===== config.mk =====
export PLATFORM = sky130hd
export DESIGN_NAME = cmq_fifo
export DESIGN_NICKNAME = d
export VERILOG_FILES = /design/src/rtl/core/cmq_pkg.sv /design/src/rtl/core/cmq_fifo.sv
export SDC_FILE = /design/constraint.sdc
export NUM_CORES = 1
export LEC_CHECK = 0
export BUFFER_PORTS_ARGS = -buffer_cell sky130_fd_sc_hd__buf_2
export CAP_MARGIN = 15
export CORE_UTILIZATION = 52
export DETAILED_ROUTE_END_ITERATION = 7
export HOLD_SLACK_MARGIN = 0.15
export PLACE_DENSITY = 0.75
export SKIP_LAST_GASP = 1
export SYNTH_ARGS = -nofsm -noshare
export SYNTH_HDL_FRONTEND = slang
export SYNTH_SLANG_ARGS = --single-unit

===== constraint.sdc =====
create_clock -name clk -period 8.9 [get_ports clk]
set_input_delay 1.335 -clock clk [delete_from_list [all_inputs] [get_ports clk]]
set_output_delay 1.335 -clock clk [all_outputs]
set_load 0.01 [all_outputs]

===== src/rtl/core/cmq_pkg.sv =====
package cmq_pkg;

    localparam int COORD_W = 24;
    localparam int LEN_W   = 23;
    localparam int GAP_W   = 25;
    localparam int SQ_W    = 51;
    localparam int ROOT_W  = 26;
    localparam int PROD_W  = 31;
    localparam int CFG_IDX_W = 3;

    localparam logic [CFG_IDX_W-1:0] CFG_ORIGIN_X = 3'd0;
    localparam logic [CFG_IDX_W-1:0] CFG_ORIGIN_Y = 3'd1;
    localparam logic [CFG_IDX_W-1:0] CFG_WIDTH    = 3'd2;
    localparam logic [CFG_IDX_W-1:0] CFG_HEIGHT   = 3'd3;
    localparam logic [CFG_IDX_W-1:0] CFG_LETHAL   = 3'd4;
    localparam logic [CFG_IDX_W-1:0] CFG_INFL     = 3'd5;

    localparam logic [7:0] COST_FREE    = 8'd0;
    localparam logic [7:0] COST_MIN     = 8'd1;
    localparam logic [7:0] COST_SPAN    = 8'd180;
    localparam logic [7:0] COST_LETHAL  = 8'd254;
    localparam logic [7:0] COST_UNKNOWN = 8'd255;

    typedef enum logic [1:0] {
        REQ_CLEAR = 2'd0,
        REQ_ADD   = 2'd1,
        REQ_QUERY = 2'd2,
        REQ_NONE  = 2'd3
    } req_t;

    typedef enum logic [3:0] {
        ST_IDLE,
        ST_READ,
        ST_GAP,
        ST_SQX,
        ST_SQY,
        ST_ROOT,
        ST_EVAL,
        ST_DIV,
        ST_DONE
    } back_state_t;

    typedef struct packed {
        logic [1:0]                req_type;
        logic signed [COORD_W-1:0] corner_ax;
        logic signed [COORD_W-1:0] corner_ay;
        logic signed [COORD_W-1:0] corner_bx;
        logic signed [COORD_W-1:0] corner_by;
        logic signed [COORD_W-1:0] point_x;
        logic signed [COORD_W-1:0] point_y;
    } in_item_t;

    typedef struct packed {
        logic [7:0] cost;
        logic       occupied;
        logic       status;
    } out_item_t;

    typedef struct packed {
        req_t                      kind;
        logic                      outside;
        logic signed [COORD_W-1:0] lo_x;
        logic signed [COORD_W-1:0] lo_y;
        logic signed [COORD_W-1:0] hi_x;
        logic signed [COORD_W-1:0] hi_y;
        logic signed [COORD_W-1:0] px;
        logic signed [COORD_W-1:0] py;
    } op_t;

endpackage


===== src/rtl/core/cmq_fifo.sv =====
module cmq_fifo (
    input  logic         clk,
    input  logic         rst_n,
    input  logic         wr_en,
    input  cmq_pkg::op_t wr_data,
    output logic         full,
    input  logic         rd_en,
    output cmq_pkg::op_t rd_data,
    output logic         empty
);

    cmq_pkg::op_t slot_reg [2];
    logic         wr_ptr_reg;
    logic         rd_ptr_reg;
    logic [1:0]   cnt_reg;
    logic [1:0]   cnt_next;

    assign full    = (cnt_reg == 2'd2);
    assign empty   = (cnt_reg == 2'd0);
    assign rd_data = slot_reg[rd_ptr_reg];

    always_comb
    begin
        cnt_next = cnt_reg;
        if (wr_en && !rd_en)
        begin
            cnt_next = cnt_reg + 2'd1;
        end
        else if (rd_en && !wr_en)
        begin
            cnt_next = cnt_reg - 2'd1;
        end
    end

    always_ff @(posedge clk or negedge rst_n)
    begin
        if (!rst_n)
        begin
            wr_ptr_reg <= 1'b0;
            rd_ptr_reg <= 1'b0;
            cnt_reg    <= 2'd0;
        end
        else
        begin
            cnt_reg <= cnt_next;
            if (wr_en)
            begin
                wr_ptr_reg <= ~wr_ptr_reg;
            end
            if (rd_en)
            begin
                rd_ptr_reg <= ~rd_ptr_reg;
            end
        end
    end

    always_ff @(posedge clk)
    begin
        if (wr_en)
        begin
            slot_reg[wr_ptr_reg] <= wr_data;
        end
    end

endmodule


-- Word-level counts from Yosys, hierarchy flattened
Memory sizes are Yosys's and may differ from the RTL's.
Cells that the tools add are included.
- memory bits (writable): 294
- input bits: 151
- flip-flop bits (word level): 4
- memories kept: 1
- output and inout port bits: 149
- ROM bits: 0
- word-level logic and storage cells: 19
- bits in latches: 0
- memories (memory ; depth ; bits a word ; rd ports ; clocked after memory_dff ; write ports ; RTL line ; source):
    slot_reg ; 2 ; 147 ; 1 ; 0 ; 1 ; cmq_fifo.sv:12 ; cmq_pkg::op_t slot_reg [2];
- muxes and demuxes: 4
- eq/ne operators: 1
- shifts and indexed selects: 0
- add/sub/neg operators: 2
- multiply operators: 0
- order comparisons: 0
- divide/modulo/power cells: 0
- bitwise gates (word level): 2
- reductions and logical operators: 6
- operators with widths (operator ; number):
    $mux W2 ; 2
    $add A2 B1 Y2 const B ; 1
    $eq A2 B2 Y1 const B ; 1
    $logic_and A1 B1 Y1 ; 2
    $logic_not A1 Y1 ; 2
    $logic_not A2 Y1 ; 1
    $mux W1 ; 2
    $not A1 Y1 ; 2
    $reduce_bool A2 Y1 ; 1
    $sub A2 B1 Y2 const B ; 1

-- Depth between registers and ports, before layout
- depth after elaboration: 4
- gate-level depth with buffers: 5
- gate-level depth less buffers: 5

-- Least setup slack after synthesis
No wires, ideal clock.
- path kind: input-to-reg
- start: input port wr_en
- end: memory slot_reg[0][0] (netlist name), enable pin
- slack: 0.532 ns
- stages on the path: 1
- arrival: 7.695 ns
- data required time: 8.227 ns
- setup time: 0.673 ns
- buffers on the path: 0
- path through: nor2b_1
- longest elaborated chain between the ends: 2
- RTL lines (item ; RTL line ; source):
    start: declaration ; cmq_fifo.sv:4 ; input logic wr_en,
    $mux W1 ; cmq_fifo.sv:59 ; if (wr_en)
    $mux W1 (implied by the code) ; cmq_fifo.sv:61 ; slot_reg[wr_ptr_reg] <= wr_data;
    end: declaration ; cmq_fifo.sv:12 ;
Every way passes these cells.

==> reports/qor.csv <==
metric,value,unit
drive_gt1_share,61.1,%
synthCells,473,
synth_warnings,0,
cts_setup_buffers,0,
start_kind,flop,
r2r-end,slot_reg[0][39],
synth.avg_cell_area,22.9,um^2
reg2regPathDepth,3,
die_area,21400,um^2
final_cells,1086,
avgViaCountPerCell,5.07,
firstDrtPassIters,4,
wl_per_cell,18.3,um
grt_first_pass_wirelength,29900,um
drv_slew,0,
cap_violations,0,
ir_worst_vdd,231,uV
required,7.57,ns
clk_latency,0.53,ns
initial_utilization,53.4,%
cts_tree,done,
grt_pass1_vias,5738,
tightest_slew,1.09,ns
nFillCells,1372,
numCtsBuffers,30,
finalSetupViolCount,0,
drtIter0Drc,206,
clockBufferDepth,3,
rows,52,
grt_overflow,0,
crit_end,rd_data[106],
htree_levels,1,
timing.fmax,223,MHz
power_density,320,nW/um^2
syn_nets,625,
antenna_found_initial,0,
mostFrequentLayoutCell,buf_2,
grt_usage,18.1,%
rsz0062_at_grt,false,
dpl_cell_area,12500,um^2
fp.dieW,146,um
drt_wl_total,19900,um
cts_sinks,298,
largest_reg_flops,294,
final_cell_area,13500,um^2
ys_types,13,
io_pins,300,
dp.cells,1030,
synth_seq_cells,298,
die_h,146,um
finalCritPeriodShare,50.3,%
worstHoldPathType,flop to flop,
cp-startpoint,rd_ptr_reg,
clock_skew,0.0108,ns
grt_max_degree,85,
core,20300,um^2
synthesis.area,10800,um^2
syn2layout_area_growth,25.0,%
critPathCaptureType,output pin,
seq_area_frac_synth,82.4,%
drc,0,
final_net_count,944,
io_buffers,299,
r2r_setup_slack,6.25,ns
ant_nets,0,
hold_buffers,0,
clkTransAtPathRegs,0.06,ns
num_vias,5504,
postCtsResizedCells,0,
cp_data_arrival_time,3.14,ns
tns,0,ns
routabilityCongestion,0.792,
cts_root_buf,clkbuf_16,
status,finished clean,
worstReg2RegStart,wr_ptr_reg,
min_period,4.48,ns
layout_common_cells,"buf_2, edfxtp_1, mux2_2, clkbuf_16, clkinv_2",
timing.slew.headroom,27.5,%
crit_fanout,84,
hpwlAfterDp,13100,um
crit_type,flop to output pin,
leakage,5.12,nW
hold_viol,0,
## routing by layer
layer	part of all wire (%)	track usage, %
met5	0	0
met4	2.9	6.56
met3	7.7	4.63
met2	51	31.2
met1	39	22.0
## power by group
part	switching, mW	leakage (nW)	internal [mW]	total [mW]
combinational	0.591	1.83	0.530	1.12
clock	0.479	0.485	0.746	1.22
sequential	0.117	2.81	1.87	1.98
## worst max-delay path, stage by stage (launching register included)
cell and delay [ns]:
dfrtp_4 0.98, buf_4 0.93, mux2_2 0.42, buf_2 0.15
## stage by stage
| step | utilization [%] | hold slack, ns | total power, mW | setup slack [ns] |
|---|---|---|---|---|
| 6_report | 66.7 | 0.507 | 4.33 | 4.42 |
| 5_1_grt | 66.7 | 0.522 | 4.51 | 4.22 |
| 4_1_cts | 66.7 | 0.506 | 4.38 | 4.36 |
| 3_5_place_dp | 61.8 | 0.492 | 3.15 | 4.94 |
| 3_3_place_gp | 61.8 | 0.474 | 3.12 | 4.98 |
| 2_1_floorplan | - | 0.453 | 2.79 | 0.532 |
## layout make-up
type	count	area [um^2]	share of cell area (%)
timing repair buffer	303	1530	11.3
inverter	1	3.75	0.0277
tap	270	338	2.50
clock buffer	34	787	5.81
multi-input combinational	158	1750	12.9
antenna	1	2.50	0.0185
sequential	298	8930	66.0
clock inverter	21	201	1.49
## synthesized netlist by cell type (all sizes together)
cell / n / area share (%)
nor2b: 2 / 0.12
xnor2: 1 / 0.081
buf: 16 / 1.5
and2: 1 / 0.058
ha: 1 / 0.12
edfxtp: 294 / 82
mux2: 147 / 15
xor2: 4 / 0.32
nor2: 2 / 0.069
inv: 1 / 0.035
dfrtp: 4 / 0.92
## worst min path at each step
stage | startpoint | end | slack [ns] | cells past startpoint
after floorplan | wr_ptr_reg | wr_ptr_reg | 0.45 | 1
after global placement | cnt_reg[1] | cnt_reg[1] | 0.47 | 1
after detailed placement | cnt_reg[1] | cnt_reg[1] | 0.49 | 1
after CTS | cnt_reg[1] | cnt_reg[1] | 0.51 | 1
after global routing | cnt_reg[1] | cnt_reg[1] | 0.52 | 1
final | cnt_reg[1] | cnt_reg[1] | 0.51 | 1
## kinds of logic (layout without fill, tap and decap cells)
kind of cell             count (synthesis)  after routing  share of synthesized area (%)
other                                    0              1                              0
AND/OR/NAND/NOR                          5              5                          0.243
flip-flops                             298            298                           82.4
multiplexers                           147            147                           15.3
adder cells (fa/ha/maj)                  1              1                          0.116
XOR/XNOR                                 5              5                          0.404
buffers and inverters                   17            359                           1.51
No activity file was read; power rests on OpenSTA's default activity.
