`config.mk`:
```
export PLATFORM = sky130hd
export DESIGN_NAME = cmq_front
export DESIGN_NICKNAME = d
export VERILOG_FILES = /design/src/rtl/core/cmq_pkg.sv /design/src/rtl/core/cmq_front.sv
export SDC_FILE = /design/constraint.sdc
export NUM_CORES = 1
export LEC_CHECK = 0
export CORE_MARGIN = 4
export CORE_UTILIZATION = 35
export DETAILED_ROUTE_END_ITERATION = 12
export DONT_BUFFER_PORTS = 1
export SLEW_MARGIN = 5
export SYNTH_ARGS = -nofsm -noshare
export SYNTH_HDL_FRONTEND = slang
export SYNTH_SLANG_ARGS = --single-unit
```
`constraint.sdc`:
```
create_clock -name vclk -period 6.8
set_clock_uncertainty 0.2 [all_clocks]
set_input_delay 1.02 -clock vclk [all_inputs]
set_output_delay 1.02 -clock vclk [all_outputs]
set_load 0.02 [all_outputs]
```
`src/rtl/core/cmq_pkg.sv`:
```
package cmq_pkg;

    localparam int COORD_W = 24;
    localparam int LEN_W   = 23;
    localparam int GAP_W   = 25;
    localparam int SQ_W    = 51;
    localparam int ROOT_W  = 26;
    localparam int PROD_W  = 31;
    localparam int CFG_IDX_W = 3;

    localparam logic [CFG_IDX_W-1:0] CFG_ORIGIN_X = 3'd0;
    localparam logic [CFG_IDX_W-1:0] CFG_ORIGIN_Y = 3'd1;
    localparam logic [CFG_IDX_W-1:0] CFG_WIDTH    = 3'd2;
    localparam logic [CFG_IDX_W-1:0] CFG_HEIGHT   = 3'd3;
    localparam logic [CFG_IDX_W-1:0] CFG_LETHAL   = 3'd4;
    localparam logic [CFG_IDX_W-1:0] CFG_INFL     = 3'd5;

    localparam logic [7:0] COST_FREE    = 8'd0;
    localparam logic [7:0] COST_MIN     = 8'd1;
    localparam logic [7:0] COST_SPAN    = 8'd180;
    localparam logic [7:0] COST_LETHAL  = 8'd254;
    localparam logic [7:0] COST_UNKNOWN = 8'd255;

    typedef enum logic [1:0] {
        REQ_CLEAR = 2'd0,
        REQ_ADD   = 2'd1,
        REQ_QUERY = 2'd2,
        REQ_NONE  = 2'd3
    } req_t;

    typedef enum logic [3:0] {
        ST_IDLE,
        ST_READ,
        ST_GAP,
        ST_SQX,
        ST_SQY,
        ST_ROOT,
        ST_EVAL,
        ST_DIV,
        ST_DONE
    } back_state_t;

    typedef struct packed {
        logic [1:0]                req_type;
        logic signed [COORD_W-1:0] corner_ax;
        logic signed [COORD_W-1:0] corner_ay;
        logic signed [COORD_W-1:0] corner_bx;
        logic signed [COORD_W-1:0] corner_by;
        logic signed [COORD_W-1:0] point_x;
        logic signed [COORD_W-1:0] point_y;
    } in_item_t;

    typedef struct packed {
        logic [7:0] cost;
        logic       occupied;
        logic       status;
    } out_item_t;

    typedef struct packed {
        req_t                      kind;
        logic                      outside;
        logic signed [COORD_W-1:0] lo_x;
        logic signed [COORD_W-1:0] lo_y;
        logic signed [COORD_W-1:0] hi_x;
        logic signed [COORD_W-1:0] hi_y;
        logic signed [COORD_W-1:0] px;
        logic signed [COORD_W-1:0] py;
    } op_t;

endpackage

```
`src/rtl/core/cmq_front.sv`:
```
module cmq_front (
    input  cmq_pkg::in_item_t                 item,
    input  logic signed [cmq_pkg::COORD_W-1:0] base_x,
    input  logic signed [cmq_pkg::COORD_W-1:0] base_y,
    input  logic [cmq_pkg::LEN_W-1:0]          map_width,
    input  logic [cmq_pkg::LEN_W-1:0]          map_height,
    output cmq_pkg::op_t                       op
);

    logic signed [cmq_pkg::COORD_W+1:0] x_lo;
    logic signed [cmq_pkg::COORD_W+1:0] x_hi;
    logic signed [cmq_pkg::COORD_W+1:0] y_lo;
    logic signed [cmq_pkg::COORD_W+1:0] y_hi;
    logic signed [cmq_pkg::COORD_W+1:0] px;
    logic signed [cmq_pkg::COORD_W+1:0] py;

    always_comb
    begin
        x_lo = {{2{base_x[cmq_pkg::COORD_W-1]}}, base_x};
        y_lo = {{2{base_y[cmq_pkg::COORD_W-1]}}, base_y};
        x_hi = x_lo + $signed({3'b000, map_width});
        y_hi = y_lo + $signed({3'b000, map_height});
        px   = {{2{item.point_x[cmq_pkg::COORD_W-1]}}, item.point_x};
        py   = {{2{item.point_y[cmq_pkg::COORD_W-1]}}, item.point_y};

        op.kind    = cmq_pkg::req_t'(item.req_type);
        op.outside = (px < x_lo) || (px > x_hi) || (py < y_lo) || (py > y_hi);
        op.px      = item.point_x;
        op.py      = item.point_y;
        if ($signed(item.corner_ax) < $signed(item.corner_bx))
        begin
            op.lo_x = item.corner_ax;
            op.hi_x = item.corner_bx;
        end
        else
        begin
            op.lo_x = item.corner_bx;
            op.hi_x = item.corner_ax;
        end
        if ($signed(item.corner_ay) < $signed(item.corner_by))
        begin
            op.lo_y = item.corner_ay;
            op.hi_y = item.corner_by;
        end
        else
        begin
            op.lo_y = item.corner_by;
            op.hi_y = item.corner_ay;
        end
    end

endmodule

```
Word-level counts from Yosys, hierarchy flattened
Cells that the tools add are included.

Register bits: 0. Input port bits: 240. Output and inout port bits: 147. Word-level logic and storage cells: 15.

Add/sub/neg operators: 2. Order comparisons: 6. Multiplexer cells: 4. Reduce and logical (&&, ||, !) cells: 3.

Operators with widths (number): $lt 24x24->1 (4); $mux 24 (4); $add 24x24->25 (2); $gt 24x25->1 (2); $logic_or 1x1->1 (3).

Logic depth before layout (Yosys ltp)
Gate-level depths: netlist of the first run.

Depth after elaboration: 5. Depth in mapped cells: 17. Gate-level depth less buffers: 17.

Least setup slack after synthesis of the first run
No wires, ideal clock.

Kind: input to output. Start: input port base_x[0] (netlist name). End: output port op[144] (netlist name). Arrival: 4668 ps. Required time: 5580 ps. Setup slack: 912 ps. Cell stages on the path: 17. Path buffers: 0. Cells stage by stage: ha_1 > fa_1 > a211oi_1 > o21bai_1 > a21oi_2 > a21oi_2 > a2111oi_4 > nor4b_1 > a211oi_1 > ha_1 > a21o_1 > a211o_1 > a21oi_1 > o211a_1 > a21o_1 > nand3_1 > or4b_1.

RTL lines: from (decl) (line cmq_front.sv:3) `input logic signed [cmq_pkg::COORD_W-1:0] base_x,`; to (decl) (line cmq_front.sv:7) `output cmq_pkg::op_t op`.

==> results of run 1 <==
[how the worst max path moves through the flow]
stage / from / endpoint / slack [ns] / cells after the start
floorplan: base_x[0] / op[144] / 0.91 / 17
global placement: base_y[0] / op[144] / 0.42 / 18
detailed placement: base_y[0] / op[144] / 0.34 / 18
CTS: base_y[0] / op[144] / 0.33 / 18
global route: base_y[0] / op[144] / 0.07 / 18
finish: base_y[0] / op[144] / 0.35 / 18
[synthesized netlist by cell type (8+ instances only)]
cell	instances	area share
buf_4	50	0.051
nor3_1	11	0.0075
nor2b_1	13	0.011
o21ai_0	41	0.028
nand4_1	23	0.020
nor2_1	36	0.018
a211oi_1	13	0.013
ha_1	188	0.32
mux2_1	8	0.012
a21oi_1	81	0.055
a21o_1	42	0.043
a31oi_1	8	0.0068
o21bai_1	8	0.0082
buf_2	8	0.0055
o211ai_1	9	0.0092
xor2_1	21	0.025
nand3_1	15	0.010
inv_1	110	0.056
nand2_1	36	0.018
nand2b_1	12	0.010
mux2_2	89	0.14
xnor2_1	19	0.023
o21a_1	10	0.010
[metal layers]
layer	routed length [um]	global-route usage
met2	10100	0.294
met5	0	0
met1	9290	0.217
met4	264	0.0187
met3	1530	0.0312
[worst max-delay path: stages]
cell and delay [ns]:
ha_1 0.24, inv_1 0.08, fa_1 0.40, nor2b_1 0.17, o31ai_1 0.08, buf_4 0.15, a211oi_1 0.37, nor3_1 0.19
a41o_1 0.28, nor2_1 0.12, xnor2_1 0.13, ha_1 0.26, a21o_1 0.19, a211oi_1 0.28, nor4b_1 0.27, o211a_1 0.20
a221oi_1 0.12, or4b_1 0.69
[per-stage QoR]
step / area, um^2 / total power (uW) / hold slack [ns] / util / worst slack (ns)
finish: 7270 / 788 / 1.84 / 0.357 / 0.352
global route: 7270 / 880 / 1.84 / 0.357 / 0.0700
CTS: 7270 / 792 / 1.84 / 0.357 / 0.331
detailed placement: 7270 / 786 / 1.84 / 0.357 / 0.341
global placement: 7270 / 782 / 1.84 / 0.357 / 0.422
floorplan: 7310 / 698 / 1.95 / - / 0.912
[cells by family after synthesis]
logic type / after synthesis / share of synthesized area
simple gates: 177 / 0.128
compound gates: 255 / 0.230
fa+ha+maj: 190 / 0.327
xor+xnor: 40 / 0.0479
buf+inv: 175 / 0.117
mux: 98 / 0.151
[area by class of cell]
class,count,area share
diodes,1,0.000344
well taps,270,0.0464
inverters,111,0.0573
repair buffers,5,0.00516
multi-input cells,760,0.891
[report_power, final]
group / leakage [uW] / total, uW / switching (uW) / internal [uW]
Clock: 0.00000000634 / 0.0000197 / 0 / 0.0000197
Combinational: 0.00360 / 788 / 455 / 334
Sequential: 0 / 0 / 0 / 0
==> reports/metrics.yaml, run 1 <==
global_route:
  grt_pass1_vias: 6432
  grt_first_pass_wirelength_um: 33300
  grt_max_degree: 33
  grt_overflow_total: 0
  grt_usage: 0.166
  antenna_found_initial: 1
timing:
  post-route-min-period_ns: 6.45
  rsz0062_at_grt: "false"
  slew_headroom: 0.236
  worstMarginPinSlew_ns: 1.12
  max_freq_mhz: 155
  period_share: 0.948
  setup_viol: 0
  drv_slew: 0
  tns_ns: 0
  hold_violations: 0
routing:
  routed_via_density: 5.65
  ant_nets: 0
  vias: 6476
  wire_per_inst_um: 18.5
  routed_wl_um: 21200
  drc: 0
  firstDrtPassIters: 4
  dr.first_iter.drc_count: 251
final_layout:
  fillers: 2191
  register_area_um2: 0
  nClkBuffers: 0
  nNetsFinal: 1308
  final_common_cell: "ha_1"
  n_sequential_cell: 0
  drive_gt1_frac: 0.127
  instances_no_fill: 1147
  syn2layout_area_growth_pct: -0.547
  final_cell_mix: "ha_1, inv_1, mux2_2, a21oi_1, a21o_1"
  multiInputGateArea_um2: 6480
placed_design:
  place_congestion: 0.913
  portBuffers: 0
  post-dp-hpwl_um: 19300
  dp.cells: 1146
synthesis:
  syn_area_per_cell_um2: 7.82
  syn_nets: 1365
  yosysUniqueCellTypes: 60
  syn_inst: 935
  syn_area_um2: 7310
  yosysWarnings: 0
  ys_seq_area_frac: 0
floorplanning:
  chipWidth_um: 153
  start_util: 0.359
  ios: 387
  floorplan.die_area_um2: 23300
  die_y_um: 153
  coreArea_um2: 20400
  rows: 52
outcome:
  outcome: "finished clean"
min_path:
  hold_path_end: "op[10]"
  worst_hold_path.num_cells: 0
  hp-start: "item[10]"
  hold_class: "in -> out"
setup_path:
  arrival_ns: 5.23
  critPathRequiredTime_ns: 5.58
  cp-start-kind: "input port"
  critPathMaxFanout: 4
  worstSetupEndpointType: "output port"
  crit_type: "in -> out"
power_and_ir_drop:
  ir_worst_vdd_mv: 0.0630
  powerDensity_nw_per_um2: 108
  p_leak_uw: 0.00360
clock_network:
  cts_resized: 0
  holdBufCountCts: 0
  post-cts-setup-buffer-count: 0
run:
  maxCapViolCount: 0
No activity file was read; power rests on OpenSTA's default activity.
==> run 2, diff against run 1 <==
--- a/config.mk
+++ b/config.mk
@@ -5,9 +5,10 @@
 export SDC_FILE = /design/constraint.sdc
 export NUM_CORES = 1
 export LEC_CHECK = 0
-export CORE_MARGIN = 4
-export CORE_UTILIZATION = 35
+export ABC_AREA = 1
+export CORE_AREA = 4 4 147 149
 export DETAILED_ROUTE_END_ITERATION = 12
+export DIE_AREA = 0 0 151 153
 export DONT_BUFFER_PORTS = 1
 export SLEW_MARGIN = 5
 export SYNTH_ARGS = -nofsm -noshare
==> reports/metrics.yaml, run 2 <==
outcome:
  outcome: "finished clean"
setup_path:
  critPathRequiredTime_ns: 5.58
  cp_slowest_cell: "a21boi_0"
  cp-start-kind: "input port"
  worstSetupEndpointType: "output port"
  crit_type: "in -> out"
  crit_path_frequent_cell: "nand2_1"
  worstPathCellList: "ha_1, inv_1, fa_1, inv_1, nand3_1, nand2_1, a21boi_0, o21ai_0, nand3_1, nand2_1, nand2_1, nand3_1, ha_1, nand2_1, inv_1, nand3_1, nor3_1, nand2_1, nand3b_1, nand2_1, nand2_1, inv_1, nand3_1"
  slowest_delay_ns: 0.53
  critPathMaxFanout: 5
  arrival_ns: 4.18
timing:
  drv_slew: 0
  tns_ns: 0
  worstMarginPinSlew_ns: 0.911
  post-route-min-period_ns: 5.40
  period_share: 0.794
  max_freq_mhz: 185
  hold_violations: 0
  rsz0062_at_grt: "false"
  slew_headroom: 0.392
  setup_viol: 0
floorplanning:
  ios: 387
  floorplan.die_area_um2: 23100
  start_util: 0.408
  coreArea_um2: 20200
  rows: 52
  chipWidth_um: 151
  die_y_um: 153
synthesis:
  syn_nets: 1842
  synth-compound-area-share: 0.126
  synthTopCellsByCount: "nand2_1, nand3_1, ha_1"
  synth_most_common_cell: "nand2_1"
  ys_seq_area_frac: 0
  synth_top_family_by_area: "simple AND/OR/NAND/NOR gates"
  synth-xor-area-share: 0.0393
  syn_area_per_cell_um2: 5.83
  synthTopCellsByArea: "ha_1, nand2_1, nand3_1"
  synthAdderAreaFrac: 0.290
  syn_inst: 1412
  synth_top_area_share: 0.286
  synth_top_area_cell: "ha_1"
  yosys.area_share.simple: 0.391
  yosysUniqueCellTypes: 35
  yosysWarnings: 0
  syn_area_um2: 8240
  synth.area.mux_share: 0
global_route:
  grt_overflow_total: 0
  grt_usage: 0.200
  antenna_found_initial: 0
  grt_max_degree: 47
  grt_first_pass_wirelength_um: 39300
  grt_pass1_vias: 7961
power_and_ir_drop:
  powerDensity_nw_per_um2: 112
  ir_worst_vdd_mv: 0.0579
  p_leak_uw: 0.00458
routing:
  routed_via_density: 5.38
  drc: 0
  wl_met2_um: 11800
  ant_nets: 0
  dr.first_iter.drc_count: 445
  firstDrtPassIters: 7
  routed_wl_um: 24900
  vias: 8609
  wire_per_inst_um: 15.6
  wl_met3_um: 1980
  maxUsedRoutingLayer: "met4"
  wl_met1_um: 10600
final_layout:
  syn2layout_area_growth_pct: -3.25
  nClkBuffers: 0
  n_sequential_cell: 0
  final_cell_mix: "nand2_1, nand3_1, ha_1, inv_1, a21oi_1"
  register_area_um2: 0
  antenna_cells: 0
  final_common_cell: "nand2_1"
  instances_no_fill: 1600
  postLayoutCellArea_um2: 7970
  nNetsFinal: 1762
  drive_gt1_frac: 0.0120
  multiInputGateArea_um2: 6980
  fillers: 2249
clock_network:
  holdBufCountCts: 0
  cts_resized: 0
  post-cts-setup-buffer-count: 0
placed_design:
  dp.cells: 1600
  portBuffers: 0
  post-dp-hpwl_um: 21900
  place_congestion: 0.943
  placed_cell_area_um2: 7970
run:
  maxCapViolCount: 0
min_path:
  hold_class: "in -> out"
## run 2: cell count changes after synthesis, sizes merged, moves of 7 or more
cell	delta
buf	+24
inv	+63
a21o	-37
nor2	+54
mux2	-97
nand2b	-12
a21oi	+31
a211oi	-12
xor2	-7
nand3b	+9
nand2	+346
nor2b	-13
nand3	+207
nand4	-11
## run 2: path summary, 6_finish.rpt
path                  start      end  slack (ns)  cells after the start
setup / recovery  base_y[0]  op[144]        1.40                     23
hold / removal      item[0]    op[0]        1.84                      0
## run 2: power by group
part           switching, uW  internal, uW  total, uW
registers                  0             0          0
logic                    603           288        891
clock network              0             0          0
total                    603           288        891
## run 2: metrics by stage
step	utilization	hold slack, ns	power [uW]	setup slack (ns)
floorplan	-	1.95	798	1.97
global placement	0.395	1.84	883	1.50
detailed placement	0.395	1.84	889	1.39
CTS	0.395	1.84	893	1.38
global route	0.395	1.84	1020	0.981
finish	0.395	1.84	891	1.40
## run 2: final cells by class
class / instances / share of cell area
multi-input combinational: 1156 / 0.876
inverter: 174 / 0.0819
tap: 270 / 0.0424
## run 2: cell families (layout without fill, tap and decap cells)
family,after synthesis,after routing
AO/OA/AOI/OAI,190,190
XOR/XNOR,37,37
adder cells (fa/ha/maj),190,190
buffers and inverters,256,174
AND/OR/NAND/NOR,739,739
## run 2: critical path: cells and delay by family
kind | cells | cell delay, ns
simple gates | 14 | 1.43
compound gates | 2 | 0.77
fa+ha+maj | 3 | 0.72
buf+inv | 4 | 0.25
## run 2: per-layer routing
metal / global-route usage / vias up
met5: 0 / -
met4: 0.0289 / 0
met3: 0.0355 / 31
met2: 0.355 / 317
met1: 0.255 / 3746
li1: - / 4515
==> run 3, diff against run 2 <==
--- a/config.mk
+++ b/config.mk
@@ -5,7 +5,7 @@
 export SDC_FILE = /design/constraint.sdc
 export NUM_CORES = 1
 export LEC_CHECK = 0
-export ABC_AREA = 1
+export ABC_AREA = 0
 export CORE_AREA = 4 4 147 149
 export DETAILED_ROUTE_END_ITERATION = 12
 export DIE_AREA = 0 0 151 153
==> constraint.sdc (replaced) <==
create_clock -name vclk -period 5.25
set_clock_uncertainty 0.2 [all_clocks]
set_input_delay 0.7875 -clock vclk [all_inputs]
set_output_delay 0.7875 -clock vclk [all_outputs]
set_load 0.02 [all_outputs]
==> reports/metrics.yaml, run 3 (synthesized netlist as in run 1, its figures left out) <==
outcome:
  outcome: "finished, violations left"
  violations: "setup timing"
power_and_ir_drop:
  p_int_uw: 501
  seqPwrFrac: 0
  powerDensity_nw_per_um2: 142
  switching_share: 0.553
  p_leak_uw: 0.00393
  power.total_uw: 1120
  power.share.clock: 0
  power_frac_comb: 1.000
  ir_worst_vdd_mv: 0.112
  p_sw_uw: 619
setup_path:
  critPathBufInv: 2
  worstPathCellList: "ha_1, and3_4, a221o_1, nor3_2, a21oi_4, a2111oi_4, buf_4, buf_6, o21ai_2, or3_4, ha_4, and4_1, a21oi_2, o211a_1, a21o_1, nand3_1, or4b_4"
  critPathRequiredTime_ns: 4.26
  cp_top_family: "simple AND/OR/NAND/NOR gates"
  cp-start-kind: "input port"
  crit_type: "in -> out"
  cp_slowest_cell: "or4b_4"
  critPathMaxFanout: 3
  slowest_delay_ns: 0.55
  worstSetupEndpointType: "output port"
  arrival_ns: 4.41
min_path:
  hold_class: "in -> out"
global_route:
  grt_overflow_total: 0
  grt_usage: 0.180
  grt_first_pass_wirelength_um: 34400
  grt_max_degree: 47
  antenna_found_initial: 1
  grt_pass1_vias: 6728
floorplanning:
  ios: 387
  floorplan.die_area_um2: 23100
  coreArea_um2: 20200
  chipWidth_um: 151
  die_y_um: 153
  start_util: 0.363
  rows: 52
final_layout:
  register_area_um2: 0
  final_common_cell: "ha_1"
  n_sequential_cell: 0
  fillers: 2142
  nNetsFinal: 1370
  fin_util: 0.392
  antenna_cells: 0
  postLayoutCellArea_um2: 7900
  nClkBuffers: 0
  multiInputGateArea_um2: 6640
  syn2layout_area_growth_pct: 8.02
  drive_gt1_frac: 0.214
  final_cell_mix: "ha_1, inv_1, mux2_2, a21oi_1, buf_4"
timing:
  hold_violations: 0
  post-route-min-period_ns: 5.40
  fin_ws_ns: -0.145
  setup_viol: 1
  slew_headroom: 0.636
  period_share: 1.03
  drv_slew: 0
  rsz0062_at_grt: "true"
  worstMarginPinSlew_ns: 0.546
  max_freq_mhz: 185
routing:
  vias: 6760
  routed_wl_um: 22700
  routed_via_density: 5.60
  maxUsedRoutingLayer: "met5"
  drc: 0
  wl_met3_um: 1620
  wire_per_inst_um: 18.8
  dr.first_iter.drc_count: 165
  firstDrtPassIters: 4
  wl_met2_um: 10900
  wl_met1_um: 9900
  ant_nets: 0
run:
  maxCapViolCount: 0
placed_design:
  place_congestion: 0.897
  portBuffers: 0
  placed_cell_area_um2: 7730
  post-dp-hpwl_um: 20500
clock_network:
  holdBufCountCts: 0
run 3: cell types whose count changed in the layout (fill, tap and decap cells not counted), sizes merged, moves of 9 or more:
cell    previous run  this run
nand2            382        36
nand3            222        15
mux2               0        97
buf                0        67
inv              174       111
nor2              90        36
a21o               5        42
a21oi            114        83
nor2b              0        13
a211oi             1        13
nand2b             0        12
nand4             12        23
nand3b             9         0
run 3: cell type report:
type               instances  area share
well taps                270      0.0428
multi-input cells        760       0.840
inverters                111      0.0527
repair buffers            67      0.0641
run 3: through the flow:
step                      instances  hold slack [ns]  worst slack, ns  setup TNS, ns
final                          1208             1.38           -0.145         -0.145
after global routing           1208             1.38           -0.299         -0.299
after CTS                      1208             1.38           -0.253         -0.253
after detailed placement       1206             1.38           -0.371         -0.371
after global placement         1206             1.38           -0.298         -0.298
after floorplan                 935             1.49           0.0208              0
run 3: power groups by stage:
stage,registers (uW),logic [uW],clock network [uW]
6_report,0,1120,0
5_1_grt,0,1240,0
4_1_cts,0,1110,0
3_5_place_dp,0,1090,0
3_3_place_gp,0,1080,0
2_1_floorplan,0,906,0
run 3: repair_timing:
action | in CTS | in global routing
pin swaps | 19 | 15
endpoints found under the setup margin | 1 | 1
resized for setup | 17 | 16
buffers inserted | 2 | 0
run 3: worst paths after layout:
check                     start       to  slack [ns]  cells past startpoint
worst max-delay path  base_x[7]  op[144]       -0.15                     17
worst min-delay path   item[41]   op[41]        1.38                      0
run 3: layer usage:
layer	up-vias	track usage
li1	3413	-
met1	3119	0.229
met2	202	0.316
met3	24	0.0412
met4	2	0.0212
met5	-	0
